===== src/design/swmf_pkg.sv =====
// ----------------------------------------------------------------------------
// swmf_pkg
// Shared types and constants for the sliding window maximum filter.
// ----------------------------------------------------------------------------
package swmf_pkg;

    // window_size register
    localparam int             WS_BITS          = 7;
    localparam logic [6:0]     WS_RESET         = 7'd3;

    // register map
    localparam int             ADDR_BITS        = 3;
    localparam logic [2:0]     ADDR_WINDOW_SIZE = 3'd0;

    typedef enum logic {
        ST_IDLE,
        ST_DRAIN
    } state_t;

    // broadcast to every cell of the candidate chain
    typedef struct packed {
        logic inc;   // age all candidates by one
        logic clr;   // start marker: drop all candidates
        logic sh;    // oldest candidate leaves, chain moves one place forward
        logic fin;   // pop candidates <= sample and insert the sample
    } cell_ctrl_t;

endpackage


===== src/design/swmf_cfg.sv =====
// ----------------------------------------------------------------------------
// swmf_cfg
// APB register file holding the window_size register.
// ----------------------------------------------------------------------------
module swmf_cfg
(
    input  logic                          clk,
    input  logic                          rst_n,
    input  logic                          psel,
    input  logic                          penable,
    input  logic                          pwrite,
    input  logic [swmf_pkg::ADDR_BITS-1:0] paddr,
    input  logic [31:0]                   pwdata,
    output logic [31:0]                   prdata,
    output logic                          pready,
    output logic [swmf_pkg::WS_BITS-1:0]  window_size
);

    logic [swmf_pkg::WS_BITS-1:0] ws_reg;
    logic [swmf_pkg::WS_BITS-1:0] ws_next;
    logic                         wr_en;

    assign pready = 1'b1;
    assign wr_en  = psel && penable && pwrite && (paddr == swmf_pkg::ADDR_WINDOW_SIZE);

    always_comb
    begin
        ws_next = ws_reg;
        if (wr_en)
        begin
            ws_next = pwdata[swmf_pkg::WS_BITS-1:0];
        end
    end

    always_ff @(posedge clk or negedge rst_n)
    begin
        if (!rst_n)
        begin
            ws_reg <= swmf_pkg::WS_RESET;
        end
        else
        begin
            ws_reg <= ws_next;
        end
    end

    always_comb
    begin
        if (paddr == swmf_pkg::ADDR_WINDOW_SIZE)
        begin
            prdata = {{(32-swmf_pkg::WS_BITS){1'b0}}, ws_reg};
        end
        else
        begin
            prdata = '0;
        end
    end

    assign window_size = ws_reg;

endmodule


===== config.mk =====
export PLATFORM = sky130hd
export DESIGN_NAME = swmf_cfg
export DESIGN_NICKNAME = d
export VERILOG_FILES = /design/src/design/swmf_pkg.sv /design/src/design/swmf_cfg.sv
export SDC_FILE = /design/constraint.sdc
export NUM_CORES = 1
export LEC_CHECK = 0
export BUFFER_PORTS_ARGS = -buffer_cell sky130_fd_sc_hd__buf_2
export CORE_MARGIN = 2
export CORE_UTILIZATION = 31
export CTS_CLUSTER_SIZE = 12
export DETAILED_ROUTE_END_ITERATION = 12
export PLACE_DENSITY = 0.84
export SYNTH_ARGS = -nofsm -noshare
export SYNTH_HDL_FRONTEND = slang
export SYNTH_SLANG_ARGS = --single-unit

===== constraint.sdc =====
create_clock -name clk -period 1.85 [get_ports clk]
set_clock_uncertainty 0.2 [all_clocks]
set_input_delay 0 -clock clk [delete_from_list [all_inputs] [get_ports clk]]
set_output_delay 0 -clock clk [all_outputs]
set_load 0.02 [all_outputs]

==> impl_summary.txt <==
----------------------------------------------------
[GRT]
  Antenna violations before repair ... 0
  Total global routing track utilization ... 10.1%
  Grt total ovfl ... 0
  Maximum number of pins on one net before global-route repair ... 8
  Via count of the first global-routing pass ... approximately 350
  First-pass GRT wire length ... 1410 µm

[Setup path]
  Category of the worst setup path launch point ... flip-flop
  Cell type of the slowest stage on the worst timing path ... dfstp_2
  Crit path kind ... flip-flop to primary output
  Worst setup path startpoint ... window_size[0]
  Required time reported for the critical path endpoint ... 1.65 ns
  CP Capture Point ... prdata[0]
  Max Fanout on Critical Path ... 3
  Worst-case register-to-register setup slack ... 0.88 ns
  Endpoint of the worst register-to-register path ... window_size[5]
  Kind of end point of the critical path ... primary output
  Reg2reg start ... window_size[5]
  Worst reg2reg path depth ... 1
  Longest individual stage delay on the worst path ... between 0.5 and 0.6 ns
  Critical-path cell list ... and2_2 > buf_2
  Endpoint arrival time on the critical path ... between 1 and 1.5 ns

[Clock network]
  Buffer type at the clock tree root ... clkbuf_4
  Clock transition at the registers of the reported paths ... 0.05 ns
  Total clock sinks ... 7
  Number of buffers inserted during clock tree synthesis ... 3
  Setup bufs post-CTS ... 0
  Post-cts gate resize count ... 0
  Clk Latency, worst-skew pair ... 0.24 ns
  Maximum buffer depth of the clock tree ... 2
  Clock tree from TritonCTS ... built
  H-tree levels ... 1

[Timing]
  Number of endpoints with negative hold slack in the final report ... 0
  Final Max Slew Viols ... 0
  Aggregate negative setup slack ... 0 ns
  Maximum clock frequency ... 798 MHz
  Final min period ... 1.25 ns
  Fraction of the cycle the final worst path needs ... between 60% and 70%
  Setup violations, final ... 0
  Setup repair after global routing missed its margin ... no

[Routing]
  Average vias per placed instance ... about 3.8
  Total iterations of the first detailed-routing run ... 1
  Detailed router's first-iteration violation count ... 0
  Total wirelength of the detailed-routed design ... 1020 µm
  # DRC ... 0
  Count of nets left with antenna violations after detail routing ... 0
  Number of vias in the routed layout ... 409
  Wire per inst ... approximately 9.5 µm

[Yosys]
  Most common cell in the netlist ... buf_4
  Area share of the largest cell type after synthesis ... between 30% and 40%
  Synthesized-area fraction occupied by ao, oa, aoi and oai cells ... 0%
  Synthesized netlist cell count ... between 50 and 60
  Cell area after synthesis ... approximately 540 µm²
  Register bit total from synthesis ... 7
  Count of flip-flops with a built-in enable after synthesis ... 0
  FFs w/ async S/R, synth ... 100%
  Adder-cell share of the synthesized area ... 0%
  Sequential share of the synthesized area ... 32.8%
  Combinational family with the most area after synthesis ... buffers and inverters
  Synth cell types ... 9
  Synthesized-area fraction occupied by xor and xnor cells ... 0%
  Simple-gate share of the synthesized area ... 13.2%
  Predominant post-synthesis flop cell ... dfrtp_1
  Area leader, netlist ... buf_4
  Average footprint of a synthesized cell ... approximately 10 µm²
  Top cells by area in the synthesized netlist ... buf_4 (36%), dfrtp_1 (23%), mux2_2 (15%), and2_2 (9.7%), dfstp_2 (9.7%)
  Leading cell types by count after synthesis ... buf_4 (26), and2_2 (7), mux2_2 (7)
  Portion of netlist area occupied by mux cells ... 14.5%
  Number of warning messages in the yosys log ... 0

[Finish]
  Ant diodes ... 0
  Largest register FFs ... 7
  Layout Area Growth over Synthesis ... 31.2%
  Final design instance area without fill ... 711 µm²
  Layout cells sized above 1 ... 53.8%
  Number of nets in the finished design ... 132

[Floorplan]
  Initial cell density of the core ... 32.1%
  Top-level port count ... 80
  Core area ... 0.00169 mm²
  Row count ... 15
  Die Height ... 45.8 µm
  Die Outline Area ... 0.00210 mm²
  Horizontal die dimension ... 45.8 µm

[Power and ir drop]
  Maximum ir drop on the vdd rail ... 0.282 mV
  Fraction of power spent switching nets ... 36.4%
  P_leak ... 0.415 nW
  NetSw ... 0.000197 W
  Clock power frac ... roughly a quarter
  Proportion of power drawn by flip-flops and latches ... 38.5%
  Pwr dens ... around 760 mW/mm²
  Internal cell power ... about 0.00035 W
  Combinational group share of total power ... around 37%

[Placement]
  PortBufs ... 28
  Detailed-placement wirelength estimate ... just under 800 µm
  Area post-placement ... just under 600 µm²
  RePlAce Congestion ... 0.602

[Outcome]
  Status ... finished clean

[Worst hold path]
  Class of the tightest hold or removal check ... input pin to async pin

[Job]
  Max Cap Viol ... 0

----------------------------------------------------
==> cells by family (layout without fill, tap and decap cells) <==
group                  after synthesis  in the layout
buffers and inverters               27             42
DFF                                  7              7
muxes                                7              7
other                                2             26
and+or+nand+nor                      9              9
==> area by class of cell <==
cell class,instances,area (µm²)
clock buffers,4,26.3
fillers,182,978
multi-input cells,42,248
flip-flops and latches,7,178
well taps,17,21.3
repair buffers,38,238
==> through the flow <==
stage               hold slack, ns  power [W]  utilization (%)  worst slack [ns]  instances
global route                0.0672   0.000579             42.1             0.556        108
floorplan                   -0.496   0.000377                -             0.595         76
detailed placement          -0.361   0.000397             35.2             0.407         95
global placement            -0.362   0.000390             35.2             0.421         95
CTS                         0.0306   0.000551             42.1             0.585        108
finish                      0.0619   0.000543             42.1             0.598        108
==> worst min-delay path by stage <==
stage | end | slack (ns) | depth (start not counted)
final | window_size[0] | 0.06 | 2
after global routing | window_size[0] | 0.07 | 2
after CTS | window_size[0] | 0.03 | 2
after detailed placement | window_size[4] | -0.36 | 1
after global placement | window_size[4] | -0.36 | 1
after floorplan | window_size[2] | -0.50 | 0
==> worst max-delay path, delay by kind of cell, from the launching register on <==
| kind | cells | cell delay, ns |
|---|---|---|
| DFF | 1 | 0.53 |
| buffers and inverters | 1 | 0.15 |
| and+or+nand+nor | 1 | 0.13 |
==> cell usage in the layout (no fill, tap or decap) <==
cell | netlist | layout
buf_4 | 26 | 1
and4_1 | 1 | 1
clkbuf_4 | 0 | 3
and2_2 | 7 | 7
dfstp_2 | 2 | 2
nor3_2 | 1 | 1
mux2_2 | 7 | 7
buf_2 | 0 | 28
dfrtp_1 | 5 | 5
clkbuf_1 | 0 | 1
dlygate4sd3_1 | 0 | 9
conb_1 | 2 | 26
==> layer usage <==
layer / track usage (%) / share of wire, % / vias up
met4: 6.86 / 0 / 0
met2: 18.0 / 53 / 31
met3: 4.37 / 11 / 0
met5: 0 / 0 / -
met1: 8.96 / 35 / 188
li1: - / - / 190
==> what timing repair did <==
| item | 4_1_cts | 5_1_grt |
|---|---|---|
| hold buffers | 9 | 0 |
| hold endpoints to repair | 14 | 0 |
| endpoints found under the setup margin | 0 | 0 |
==> power by group through the flow <==
stage | combinational [W] | sequential (W) | clock (W)
after floorplan | 0.000129 | 0.000248 | 0
after global routing | 0.000215 | 0.000215 | 0.000150
after CTS | 0.000200 | 0.000210 | 0.000140
final | 0.000199 | 0.000209 | 0.000134
after global placement | 0.000181 | 0.000209 | 0
after detailed placement | 0.000185 | 0.000212 | 0
Note: power is estimated with default switching activity, not from simulation.
