===== config.mk =====
export PLATFORM = sky130hd
export DESIGN_NAME = swmf_cell
export DESIGN_NICKNAME = d
export VERILOG_FILES = /design/src/design/swmf_pkg.sv /design/src/design/swmf_cell.sv
export SDC_FILE = /design/constraint.sdc
export NUM_CORES = 1
export LEC_CHECK = 0
export ABC_AREA = 1
export BUFFER_PORTS_ARGS = -buffer_cell sky130_fd_sc_hd__buf_4
export CAP_MARGIN = 10
export CORE_MARGIN = 3
export CORE_UTILIZATION = 46
export DETAILED_ROUTE_END_ITERATION = 16
export PLACE_DENSITY = 0.78
export SYNTH_ARGS = -nofsm -noshare
export SYNTH_HDL_FRONTEND = slang
export SYNTH_SLANG_ARGS = --single-unit

===== constraint.sdc =====
create_clock -name clk -period 3.1 [get_ports clk]
set_clock_uncertainty 0.15 [all_clocks]
set_input_delay 0.62 -clock clk [delete_from_list [all_inputs] [get_ports clk]]
set_output_delay 0.62 -clock clk [all_outputs]
set_load 0.005 [all_outputs]

===== src/design/swmf_pkg.sv =====
// ----------------------------------------------------------------------------
// swmf_pkg
// Shared types and constants for the sliding window maximum filter.
// ----------------------------------------------------------------------------
package swmf_pkg;

    // window_size register
    localparam int             WS_BITS          = 7;
    localparam logic [6:0]     WS_RESET         = 7'd3;

    // register map
    localparam int             ADDR_BITS        = 3;
    localparam logic [2:0]     ADDR_WINDOW_SIZE = 3'd0;

    typedef enum logic {
        ST_IDLE,
        ST_DRAIN
    } state_t;

    // broadcast to every cell of the candidate chain
    typedef struct packed {
        logic inc;   // age all candidates by one
        logic clr;   // start marker: drop all candidates
        logic sh;    // oldest candidate leaves, chain moves one place forward
        logic fin;   // pop candidates <= sample and insert the sample
    } cell_ctrl_t;

endpackage


===== src/design/swmf_cell.sv =====
// ----------------------------------------------------------------------------
// swmf_cell
// One candidate slot of the monotonic chain: value, age and valid bit.
// ----------------------------------------------------------------------------
module swmf_cell
#(
    parameter int   SAMPLE_BITS = 16,
    parameter int   MAX_WINDOW  = 64,
    localparam int  AB          = $clog2(MAX_WINDOW + 1),
    localparam int  KB          = (AB > swmf_pkg::WS_BITS) ? AB : swmf_pkg::WS_BITS
)
(
    input  logic                          clk,
    input  logic                          rst_n,
    input  swmf_pkg::cell_ctrl_t          ctrl,
    input  logic [KB-1:0]                 k,
    input  logic signed [SAMPLE_BITS-1:0] smp,
    input  logic                          left_surv,
    input  logic                          right_vld,
    input  logic [AB-1:0]                 right_age,
    input  logic signed [SAMPLE_BITS-1:0] right_val,
    output logic                          vld_o,
    output logic [AB-1:0]                 age_o,
    output logic signed [SAMPLE_BITS-1:0] val_o,
    output logic                          surv_o,
    output logic                          expire_o,
    output logic signed [SAMPLE_BITS-1:0] val_next_o
);

    logic                          vld_reg;
    logic                          vld_next;
    logic [AB-1:0]                 age_reg;
    logic [AB-1:0]                 age_next;
    logic signed [SAMPLE_BITS-1:0] val_reg;
    logic signed [SAMPLE_BITS-1:0] val_next;

    logic                          own_vld;
    logic [AB-1:0]                 own_age;
    logic                          rgt_vld;
    logic [AB-1:0]                 rgt_age;
    logic                          view_vld;
    logic [AB-1:0]                 view_age;
    logic signed [SAMPLE_BITS-1:0] view_val;
    logic                          surv;

    function automatic logic [AB-1:0] age_step(input logic [AB-1:0] a, input logic inc);
        if (inc && (a != AB'(MAX_WINDOW)))
        begin
            return a + AB'(1);
        end
        return a;
    endfunction

    always_comb
    begin
        own_vld  = vld_reg && !ctrl.clr;
        own_age  = age_step(age_reg, ctrl.inc);
        rgt_vld  = right_vld && !ctrl.clr;
        rgt_age  = age_step(right_age, ctrl.inc);

        view_vld = ctrl.sh ? rgt_vld : own_vld;
        view_age = ctrl.sh ? rgt_age : own_age;
        view_val = ctrl.sh ? right_val : val_reg;

        surv     = view_vld && (view_val > smp);

        vld_next = view_vld;
        age_next = view_age;
        val_next = view_val;
        if (ctrl.fin && !surv)
        begin
            // first slot past the survivors takes the new sample
            if (left_surv)
            begin
                vld_next = 1'b1;
                age_next = '0;
                val_next = smp;
            end
            else
            begin
                vld_next = 1'b0;
            end
        end
    end

    always_ff @(posedge clk or negedge rst_n)
    begin
        if (!rst_n)
        begin
            vld_reg <= 1'b0;
            age_reg <= '0;
        end
        else
        begin
            vld_reg <= vld_next;
            age_reg <= age_next;
        end
    end

    always_ff @(posedge clk)
    begin
        val_reg <= val_next;
    end

    assign vld_o      = vld_reg;
    assign age_o      = age_reg;
    assign val_o      = val_reg;
    assign surv_o     = surv;
    assign expire_o   = own_vld && (KB'(own_age) >= k);
    assign val_next_o = val_next;

endmodule

==> results of run 1 <==
==> cells in the final DEF (no fill, tap or decap), types with 2 or more instances in the layout <==
master,instances
a21oi_1,9
a21oi_2,6
buf_12,4
buf_4,121
buf_6,21
buf_8,2
clkbuf_8,3
dfrtp_1,8
dfxtp_1,16
ha_1,8
ha_2,2
ha_4,17
inv_1,53
inv_2,6
nand2_1,120
nand2_2,58
nand2_4,7
nand2_8,3
nand3_1,27
nand3_2,16
nand3_4,2
nand4_1,7
nor2_1,13
nor2_4,2
o211ai_1,2
o21a_1,3
o21ai_0,17
o21ai_1,2
xnor2_1,3
xor2_1,2
==> stage by stage <==
step | power (µW) | worst slack [ns]
3_3_place_gp | 1055 | -0.1703
2_1_floorplan | 773.7 | 0.01337
6_report | 1703 | -0.2498
5_1_grt | 1794 | -0.3613
3_5_place_dp | 1076 | -0.2658
4_1_cts | 1564 | -0.1448
==> where the power goes <==
part / switching, µW / internal, µW
logic: 513 / 499
clock network: 120 / 173
registers: 40.0 / 357
==> registers in the layout, indices dropped and copies added (netlist names) <==
register / flops
val_o: 16
age_o: 7
vld_o: 1
==> worst paths after layout <==
path / start / end / cells after the start
setup reg to reg: val_o[15] / val_o[10] / 17
hold reg to reg: val_o[8] / val_o[8] / 4
hold / removal: left_surv / vld_o / 3
setup / recovery: ctrl[1] / val_next_o[7] / 18
min in group asynchronous: rst_n / age_o[5] / 2
max in group asynchronous: rst_n / age_o[3] / 2
==> metal layers <==
layer | part of all wire | routed length (µm) | vias up | GRT usage
met1 | 0.38 | 4159 | 1659 | 0.3625
met4 | 0.037 | 400 | 0 | 0.08953
met3 | 0.072 | 781 | 43 | 0.03548
met2 | 0.51 | 5575 | 224 | 0.5361
li1 | - | - | 1661 | -
met5 | 0 | 0 | - | 0
==> critical path: stages <==
cell      delay, ns
buf_12         0.12
buf_8          0.14
nand2_1        0.09
nand2_2        0.08
ha_4           0.29
nand2_2        0.07
nor2_4         0.14
nand2_2        0.11
clkinv_2       0.06
nand2_2        0.05
nand2_1        0.07
nand2_1        0.07
nand2_2        0.11
nand2_8        0.12
buf_12         0.18
nand3_2        0.07
nand2_2        0.07
buf_6          0.12
==> repair_timing <==
item,in CTS,in global routing
endpoints found under the setup margin,18,18
hold buffers,1,0
pin swaps,62,23
cloned,2,0
gates resized for setup,132,30
buffers inserted,22,6
endpoints found under the hold margin,8,0
==> kinds of logic after synthesis <==
group | synth area share
DFF | 0.1999
AOI/OAI and AO/OA | 0.09947
xor gates and xnor gates | 0.01682
buffers and inverters | 0.1312
adders and majority gates | 0.1297
and+or+nand+nor | 0.4229
==> cell type report <==
type / instances / share of cell area
clock inverter: 1 / 0.006586
multi-input combinational: 336 / 0.5129
timing repair buffer: 150 / 0.2835
sequential: 24 / 0.1142
tap: 70 / 0.01921
clock buffer: 3 / 0.009056
inverter: 62 / 0.05461
==> metrics, run 1 <==
RSZ-0062 raised after global routing=true; count leader, synth=nand2_1; max cap viols=0; Commonest cells post-synth=172 x nand2_1, 59 x inv_1, 45 x nand3_1; Total GRT Usage=0.2957; detailed-route wire length=10920 µm; Startpoint Class=primary input; post-synthesis sequential area ratio=0.1999; largest net degree at the start of global routing=31; global route overflow=0; status=finished, violations left; EDFF count, synth=0; synthesized net count=519; Hold Path Class=in2reg; register area=520.5 µm²; Design Area, Final=4559 µm²; min cycle time layout=3.350 ns; ys async rst share=0.3333; dominant cell type by area after synthesis=nand2_1; area occupied by multi-input gates=2338 µm²; CP Max Fanout=10; WP data required=2.33 ns; Min Hold Slack=0.5195 ns; antenna violations before repair=0; Relative slew margins=0.6628; Placed Cells=611; Static Leak=0.002422 µW; I/O Buffers=95; WL/cell=16.90 µm; H-tree Lvls=1; Final WS setup=-0.2498 ns; Slew Viols, Final=0; #FFs+latches synth=24; R2R setup slack=0.69 ns; Synth Cell Area=2604 µm²; critical path class=in2out; # diodes=0; Yosys warnings=0; layout cells sized above 1=0.4896; final net count=658; VDD IR max=0.2978 mV; Synth area leaders=nand2_1 25%, ha_1 13%, dfxtp_1 12%; Via density=5.553; DRT iter0 DRCs=318; fillcell total=262; Worst Path Arrival=2.58 ns; CTS root buf=clkbuf_8; Clock Path Buffers=2; endpoints failing hold=0; Top Ports=96; Pwr Density=373.4 nW/µm²; Setup TNS=-3.987 ns; Sink Count=24; RD Place Congestion=0.8120; cts bufs inserted=3; Avg Synthesized Cell Area=5.945 µm²; Max Fclk=0.2985 GHz; Initial Utilization=0.4910; P&R area growth vs syn=75.11%; Post-route DRC=0; CTS tree=built; die area=6599 µm²; Clock Pin Slew Worst Setup and Hold Paths=0.10 ns; die extent in y=81.24 µm; crit end category=output pin; violated checks=setup timing; Layout Utilization=0.8598; Pre-antenna DRT Iters=5; cells after synthesis=438; Post-DP Area=3552 µm²; Die W=81.24 µm; first-pass GRT wire length=15470 µm; HPWL after DPL=5953 µm; cell row count=26; worst-margin pin slew=0.5058 ns; Clk Latency, worst-skew pair=0.28 ns; fin cells=646; core area=5303 µm²; Yosys top cell area share=0.2480; top_reg_cell synth=dfxtp_1; vias post-DR=3587; Tcrit/Tclk final=1.081; Final setup viols=18; vias in the first global route=3393; Routed Antenna Nets=0; Distinct cells, synth=31
(Power assumes the default switching activity.)
==> run 2: changes to the inputs <==
ABC_AREA = default   (was 1)
CORE_UTILIZATION = 42   (was 46)
PLACE_DENSITY = 0.76   (was 0.78)
==> metrics, run 2 <==
fin cells=393 (-39%); Sink Count=24 (unchanged); Clock Path Buffers=2 (unchanged); Placed Cells=377 (-38%); status=finished, violations left; Final setup viols=18 (unchanged); layout cells sized above 1=0.5689 (+0.07933); H-tree Lvls=1 (unchanged); Avg Synthesized Cell Area=9.680 µm² (+63%); Logic pwr share=0.558 (-0.037); critical path class=in2out; VDD IR max=0.2764 mV (-7.2%); CTS root buf=clkbuf_8; post-synthesis sequential area ratio=0.2573 (+0.05736); Slew Viols, Final=0 (unchanged); Startpoint Class=primary input; Distinct cells, synth=42 (+35%); Synth Cell Area=2023 µm² (-22%); count leader, synth=inv_1; WL/cell=16.24 µm (-3.9%); max cap viols=0 (unchanged); detailed-route wire length=6384 µm (-42%); Post-DP Area=3085 µm² (-13%); HPWL after DPL=4387 µm (-26%); CTS tree=built; final net count=423 (-36%); Routed Antenna Nets=0 (unchanged); Max Fclk=0.2669 GHz (-11%); Clk pwr share=0.171 (about the same); cell row count=24 (-7.7%); I/O Buffers=95 (unchanged); Commonest cells post-synth=28 x inv_1, 27 x ha_1, 19 x mux2_2; Final WS setup=-0.6467 ns (-0.3969 ns); core area=4504 µm² (-15%); cells after synthesis=209 (-52%); ys async rst share=0.3333 (unchanged); Via density=5.254 (-5.4%); Pre-antenna DRT Iters=4 (-1); RD Place Congestion=0.8421 (+3.7%); WP data required=2.33 ns (about the same); Die W=75.41 µm (-7.2%); Tcrit/Tclk final=1.209 (+0.1280); endpoints failing hold=0 (unchanged); crit end category=output pin; dominant cell type by area after synthesis=ha_1; Sequential Power Share=0.272 (+0.039); Synth area leaders=ha_1 17%, dfxtp_1 16%, mux2_2 11%; P_int=993.4 µW (-3.5%); Worst Path Arrival=2.98 ns (+0.40 ns); # diodes=0 (unchanged); CP Max Fanout=8 (-2); largest net degree at the start of global routing=15 (-52%); Clock Pin Slew Worst Setup and Hold Paths=0.09 ns (about the same); most frequent cells in the layout=113 x buf_4, 26 x inv_1, 22 x mux2_4; Relative slew margins=0.6380 (-0.02483); Initial Utilization=0.4492 (-0.04187); die extent in y=75.41 µm (-7.2%); Total GRT Usage=0.2140 (-0.08170); Design Area, Final=3487 µm² (-24%); max reg flops=16 (unchanged); Top Ports=96 (unchanged); min cycle time layout=3.747 ns (+0.3969 ns); vias in the first global route=2028 (-40%); first-pass GRT wire length=9239 µm (-40%); Yosys top cell area share=0.1670 (-0.08098); Pwr Density=416.0 nW/µm² (+11%); RSZ-0062 raised after global routing=true; Tot Pwr=1451 µW (-15%); Post-route DRC=0 (unchanged); P&R area growth vs syn=72.36%; synthesized net count=290 (-44%); Clk Latency, worst-skew pair=0.28 ns (about the same); net switching power=457.4 µW (-32%); Hold Path Class=in2reg; worst-margin pin slew=0.5406 ns (+0.03487 ns); vias post-DR=2065 (-42%); cts bufs inserted=3 (unchanged); Static Leak=0.001785 µW (-26%); die area=5686 µm² (-14%); CP peak stage delay=0.52 ns (+0.23 ns); Yosys warnings=0 (unchanged); most common cell after layout, fill and taps aside=buf_4; Buf+Inv Stages, Crit Path=3 (-2); top_reg_cell synth=dfxtp_1; crit-path leading delay family=multiplexers; Setup TNS=-10.56 ns (-6.571 ns); antenna violations before repair=0 (unchanged); violated checks=setup timing; #FFs+latches synth=24 (unchanged); Layout Utilization=0.7742 (-0.08567); fillcell total=296 (+13%); DRT iter0 DRCs=88 (-72%); cells along the critical path=buf_16 > buf_6 > mux2_4 > ha_4 > nand4_4 > or4_4 > a21o_4 > o41a_4 > mux2_2 > buf_4; switching share of power=0.3153 (-0.08009); EDFF count, synth=0 (unchanged); CP max-delay cell=or4_4; global route overflow=0 (unchanged)
## run 2: cell types whose count changed in the layout (fill, tap and decap cells not counted), sizes merged, moves of 3 or more
cell and change:
o211a +5, o21a -3, inv -33, nand2b +3
o41a +3, mux2i +5, a21oi -6, buf -19
o21ai -14, nand2 -176, nand3 -41, mux2 +31
nor2 -9
## run 2: worst paths after layout
kind | startpoint | end | slack, ns | depth (start not counted)
max in group asynchronous | rst_n | age_o[1] | 2.13 | 2
min in group asynchronous | rst_n | age_o[6] | 0.55 | 2
worst max register to register | val_o[1] | age_o[1] | 0.35 | 10
worst min register to register | val_o[9] | val_o[9] | 0.52 | 2
worst min-delay path | smp[9] | val_o[9] | 0.44 | 2
worst max-delay path | ctrl[1] | val_next_o[1] | -0.65 | 10
## run 2: power groups by stage
stage | Sequential [µW] | Combinational (µW) | Clock (µW)
final | 394 | 809 | 248
after global placement | 395 | 661 | 0
after floorplan | 410 | 333 | 0
after detailed placement | 397 | 671 | 0
after global routing | 398 | 880 | 263
after CTS | 391 | 768 | 255
## run 2: stage by stage
step	worst slack [ns]	hold WS [ns]
after global placement	-0.8433	0.2896
final	-0.6467	0.4443
after global routing	-0.6918	0.4381
after floorplan	-0.4098	0.1744
after detailed placement	-0.8607	0.2895
after CTS	-0.6173	0.4340
## run 2: routing by layer
layer | global-route usage | wire length [µm] | vias to the layer above
met5 | 0 | 0 | -
met1 | 0.2645 | 2658 | 959
li1 | - | - | 1020
met2 | 0.3749 | 3194 | 75
met4 | 0.08738 | 138 | 0
met3 | 0.02639 | 392 | 11
## run 2: logic make-up after synthesis
group / share of synthesized area
fa+ha+maj: 0.1670
mux: 0.2195
simple gates: 0.1243
buf+inv: 0.06864
xor+xnor: 0.03463
compound gates: 0.1286
flops: 0.2573
## run 2: what timing repair did
action / CTS / global route
setup buffers: 7 / 1
pin swaps: 13 / 4
resized for setup: 34 / 11
gates cloned: 3 / 0
setup endpoints to repair: 18 / 18
hold buffers: 1 / 0
endpoints found under the hold margin: 8 / 0
## run 2: final cells by class
type	count	area (µm²)	area share
Sequential cell	24	520.5	0.1493
Clock buffer	4	66.31	0.01902
Tap cell	52	65.06	0.01866
Timing Repair Buffer	131	1082	0.3104
Multi-Input combinational cell	154	1648	0.4726
Inverter	28	105.1	0.03014
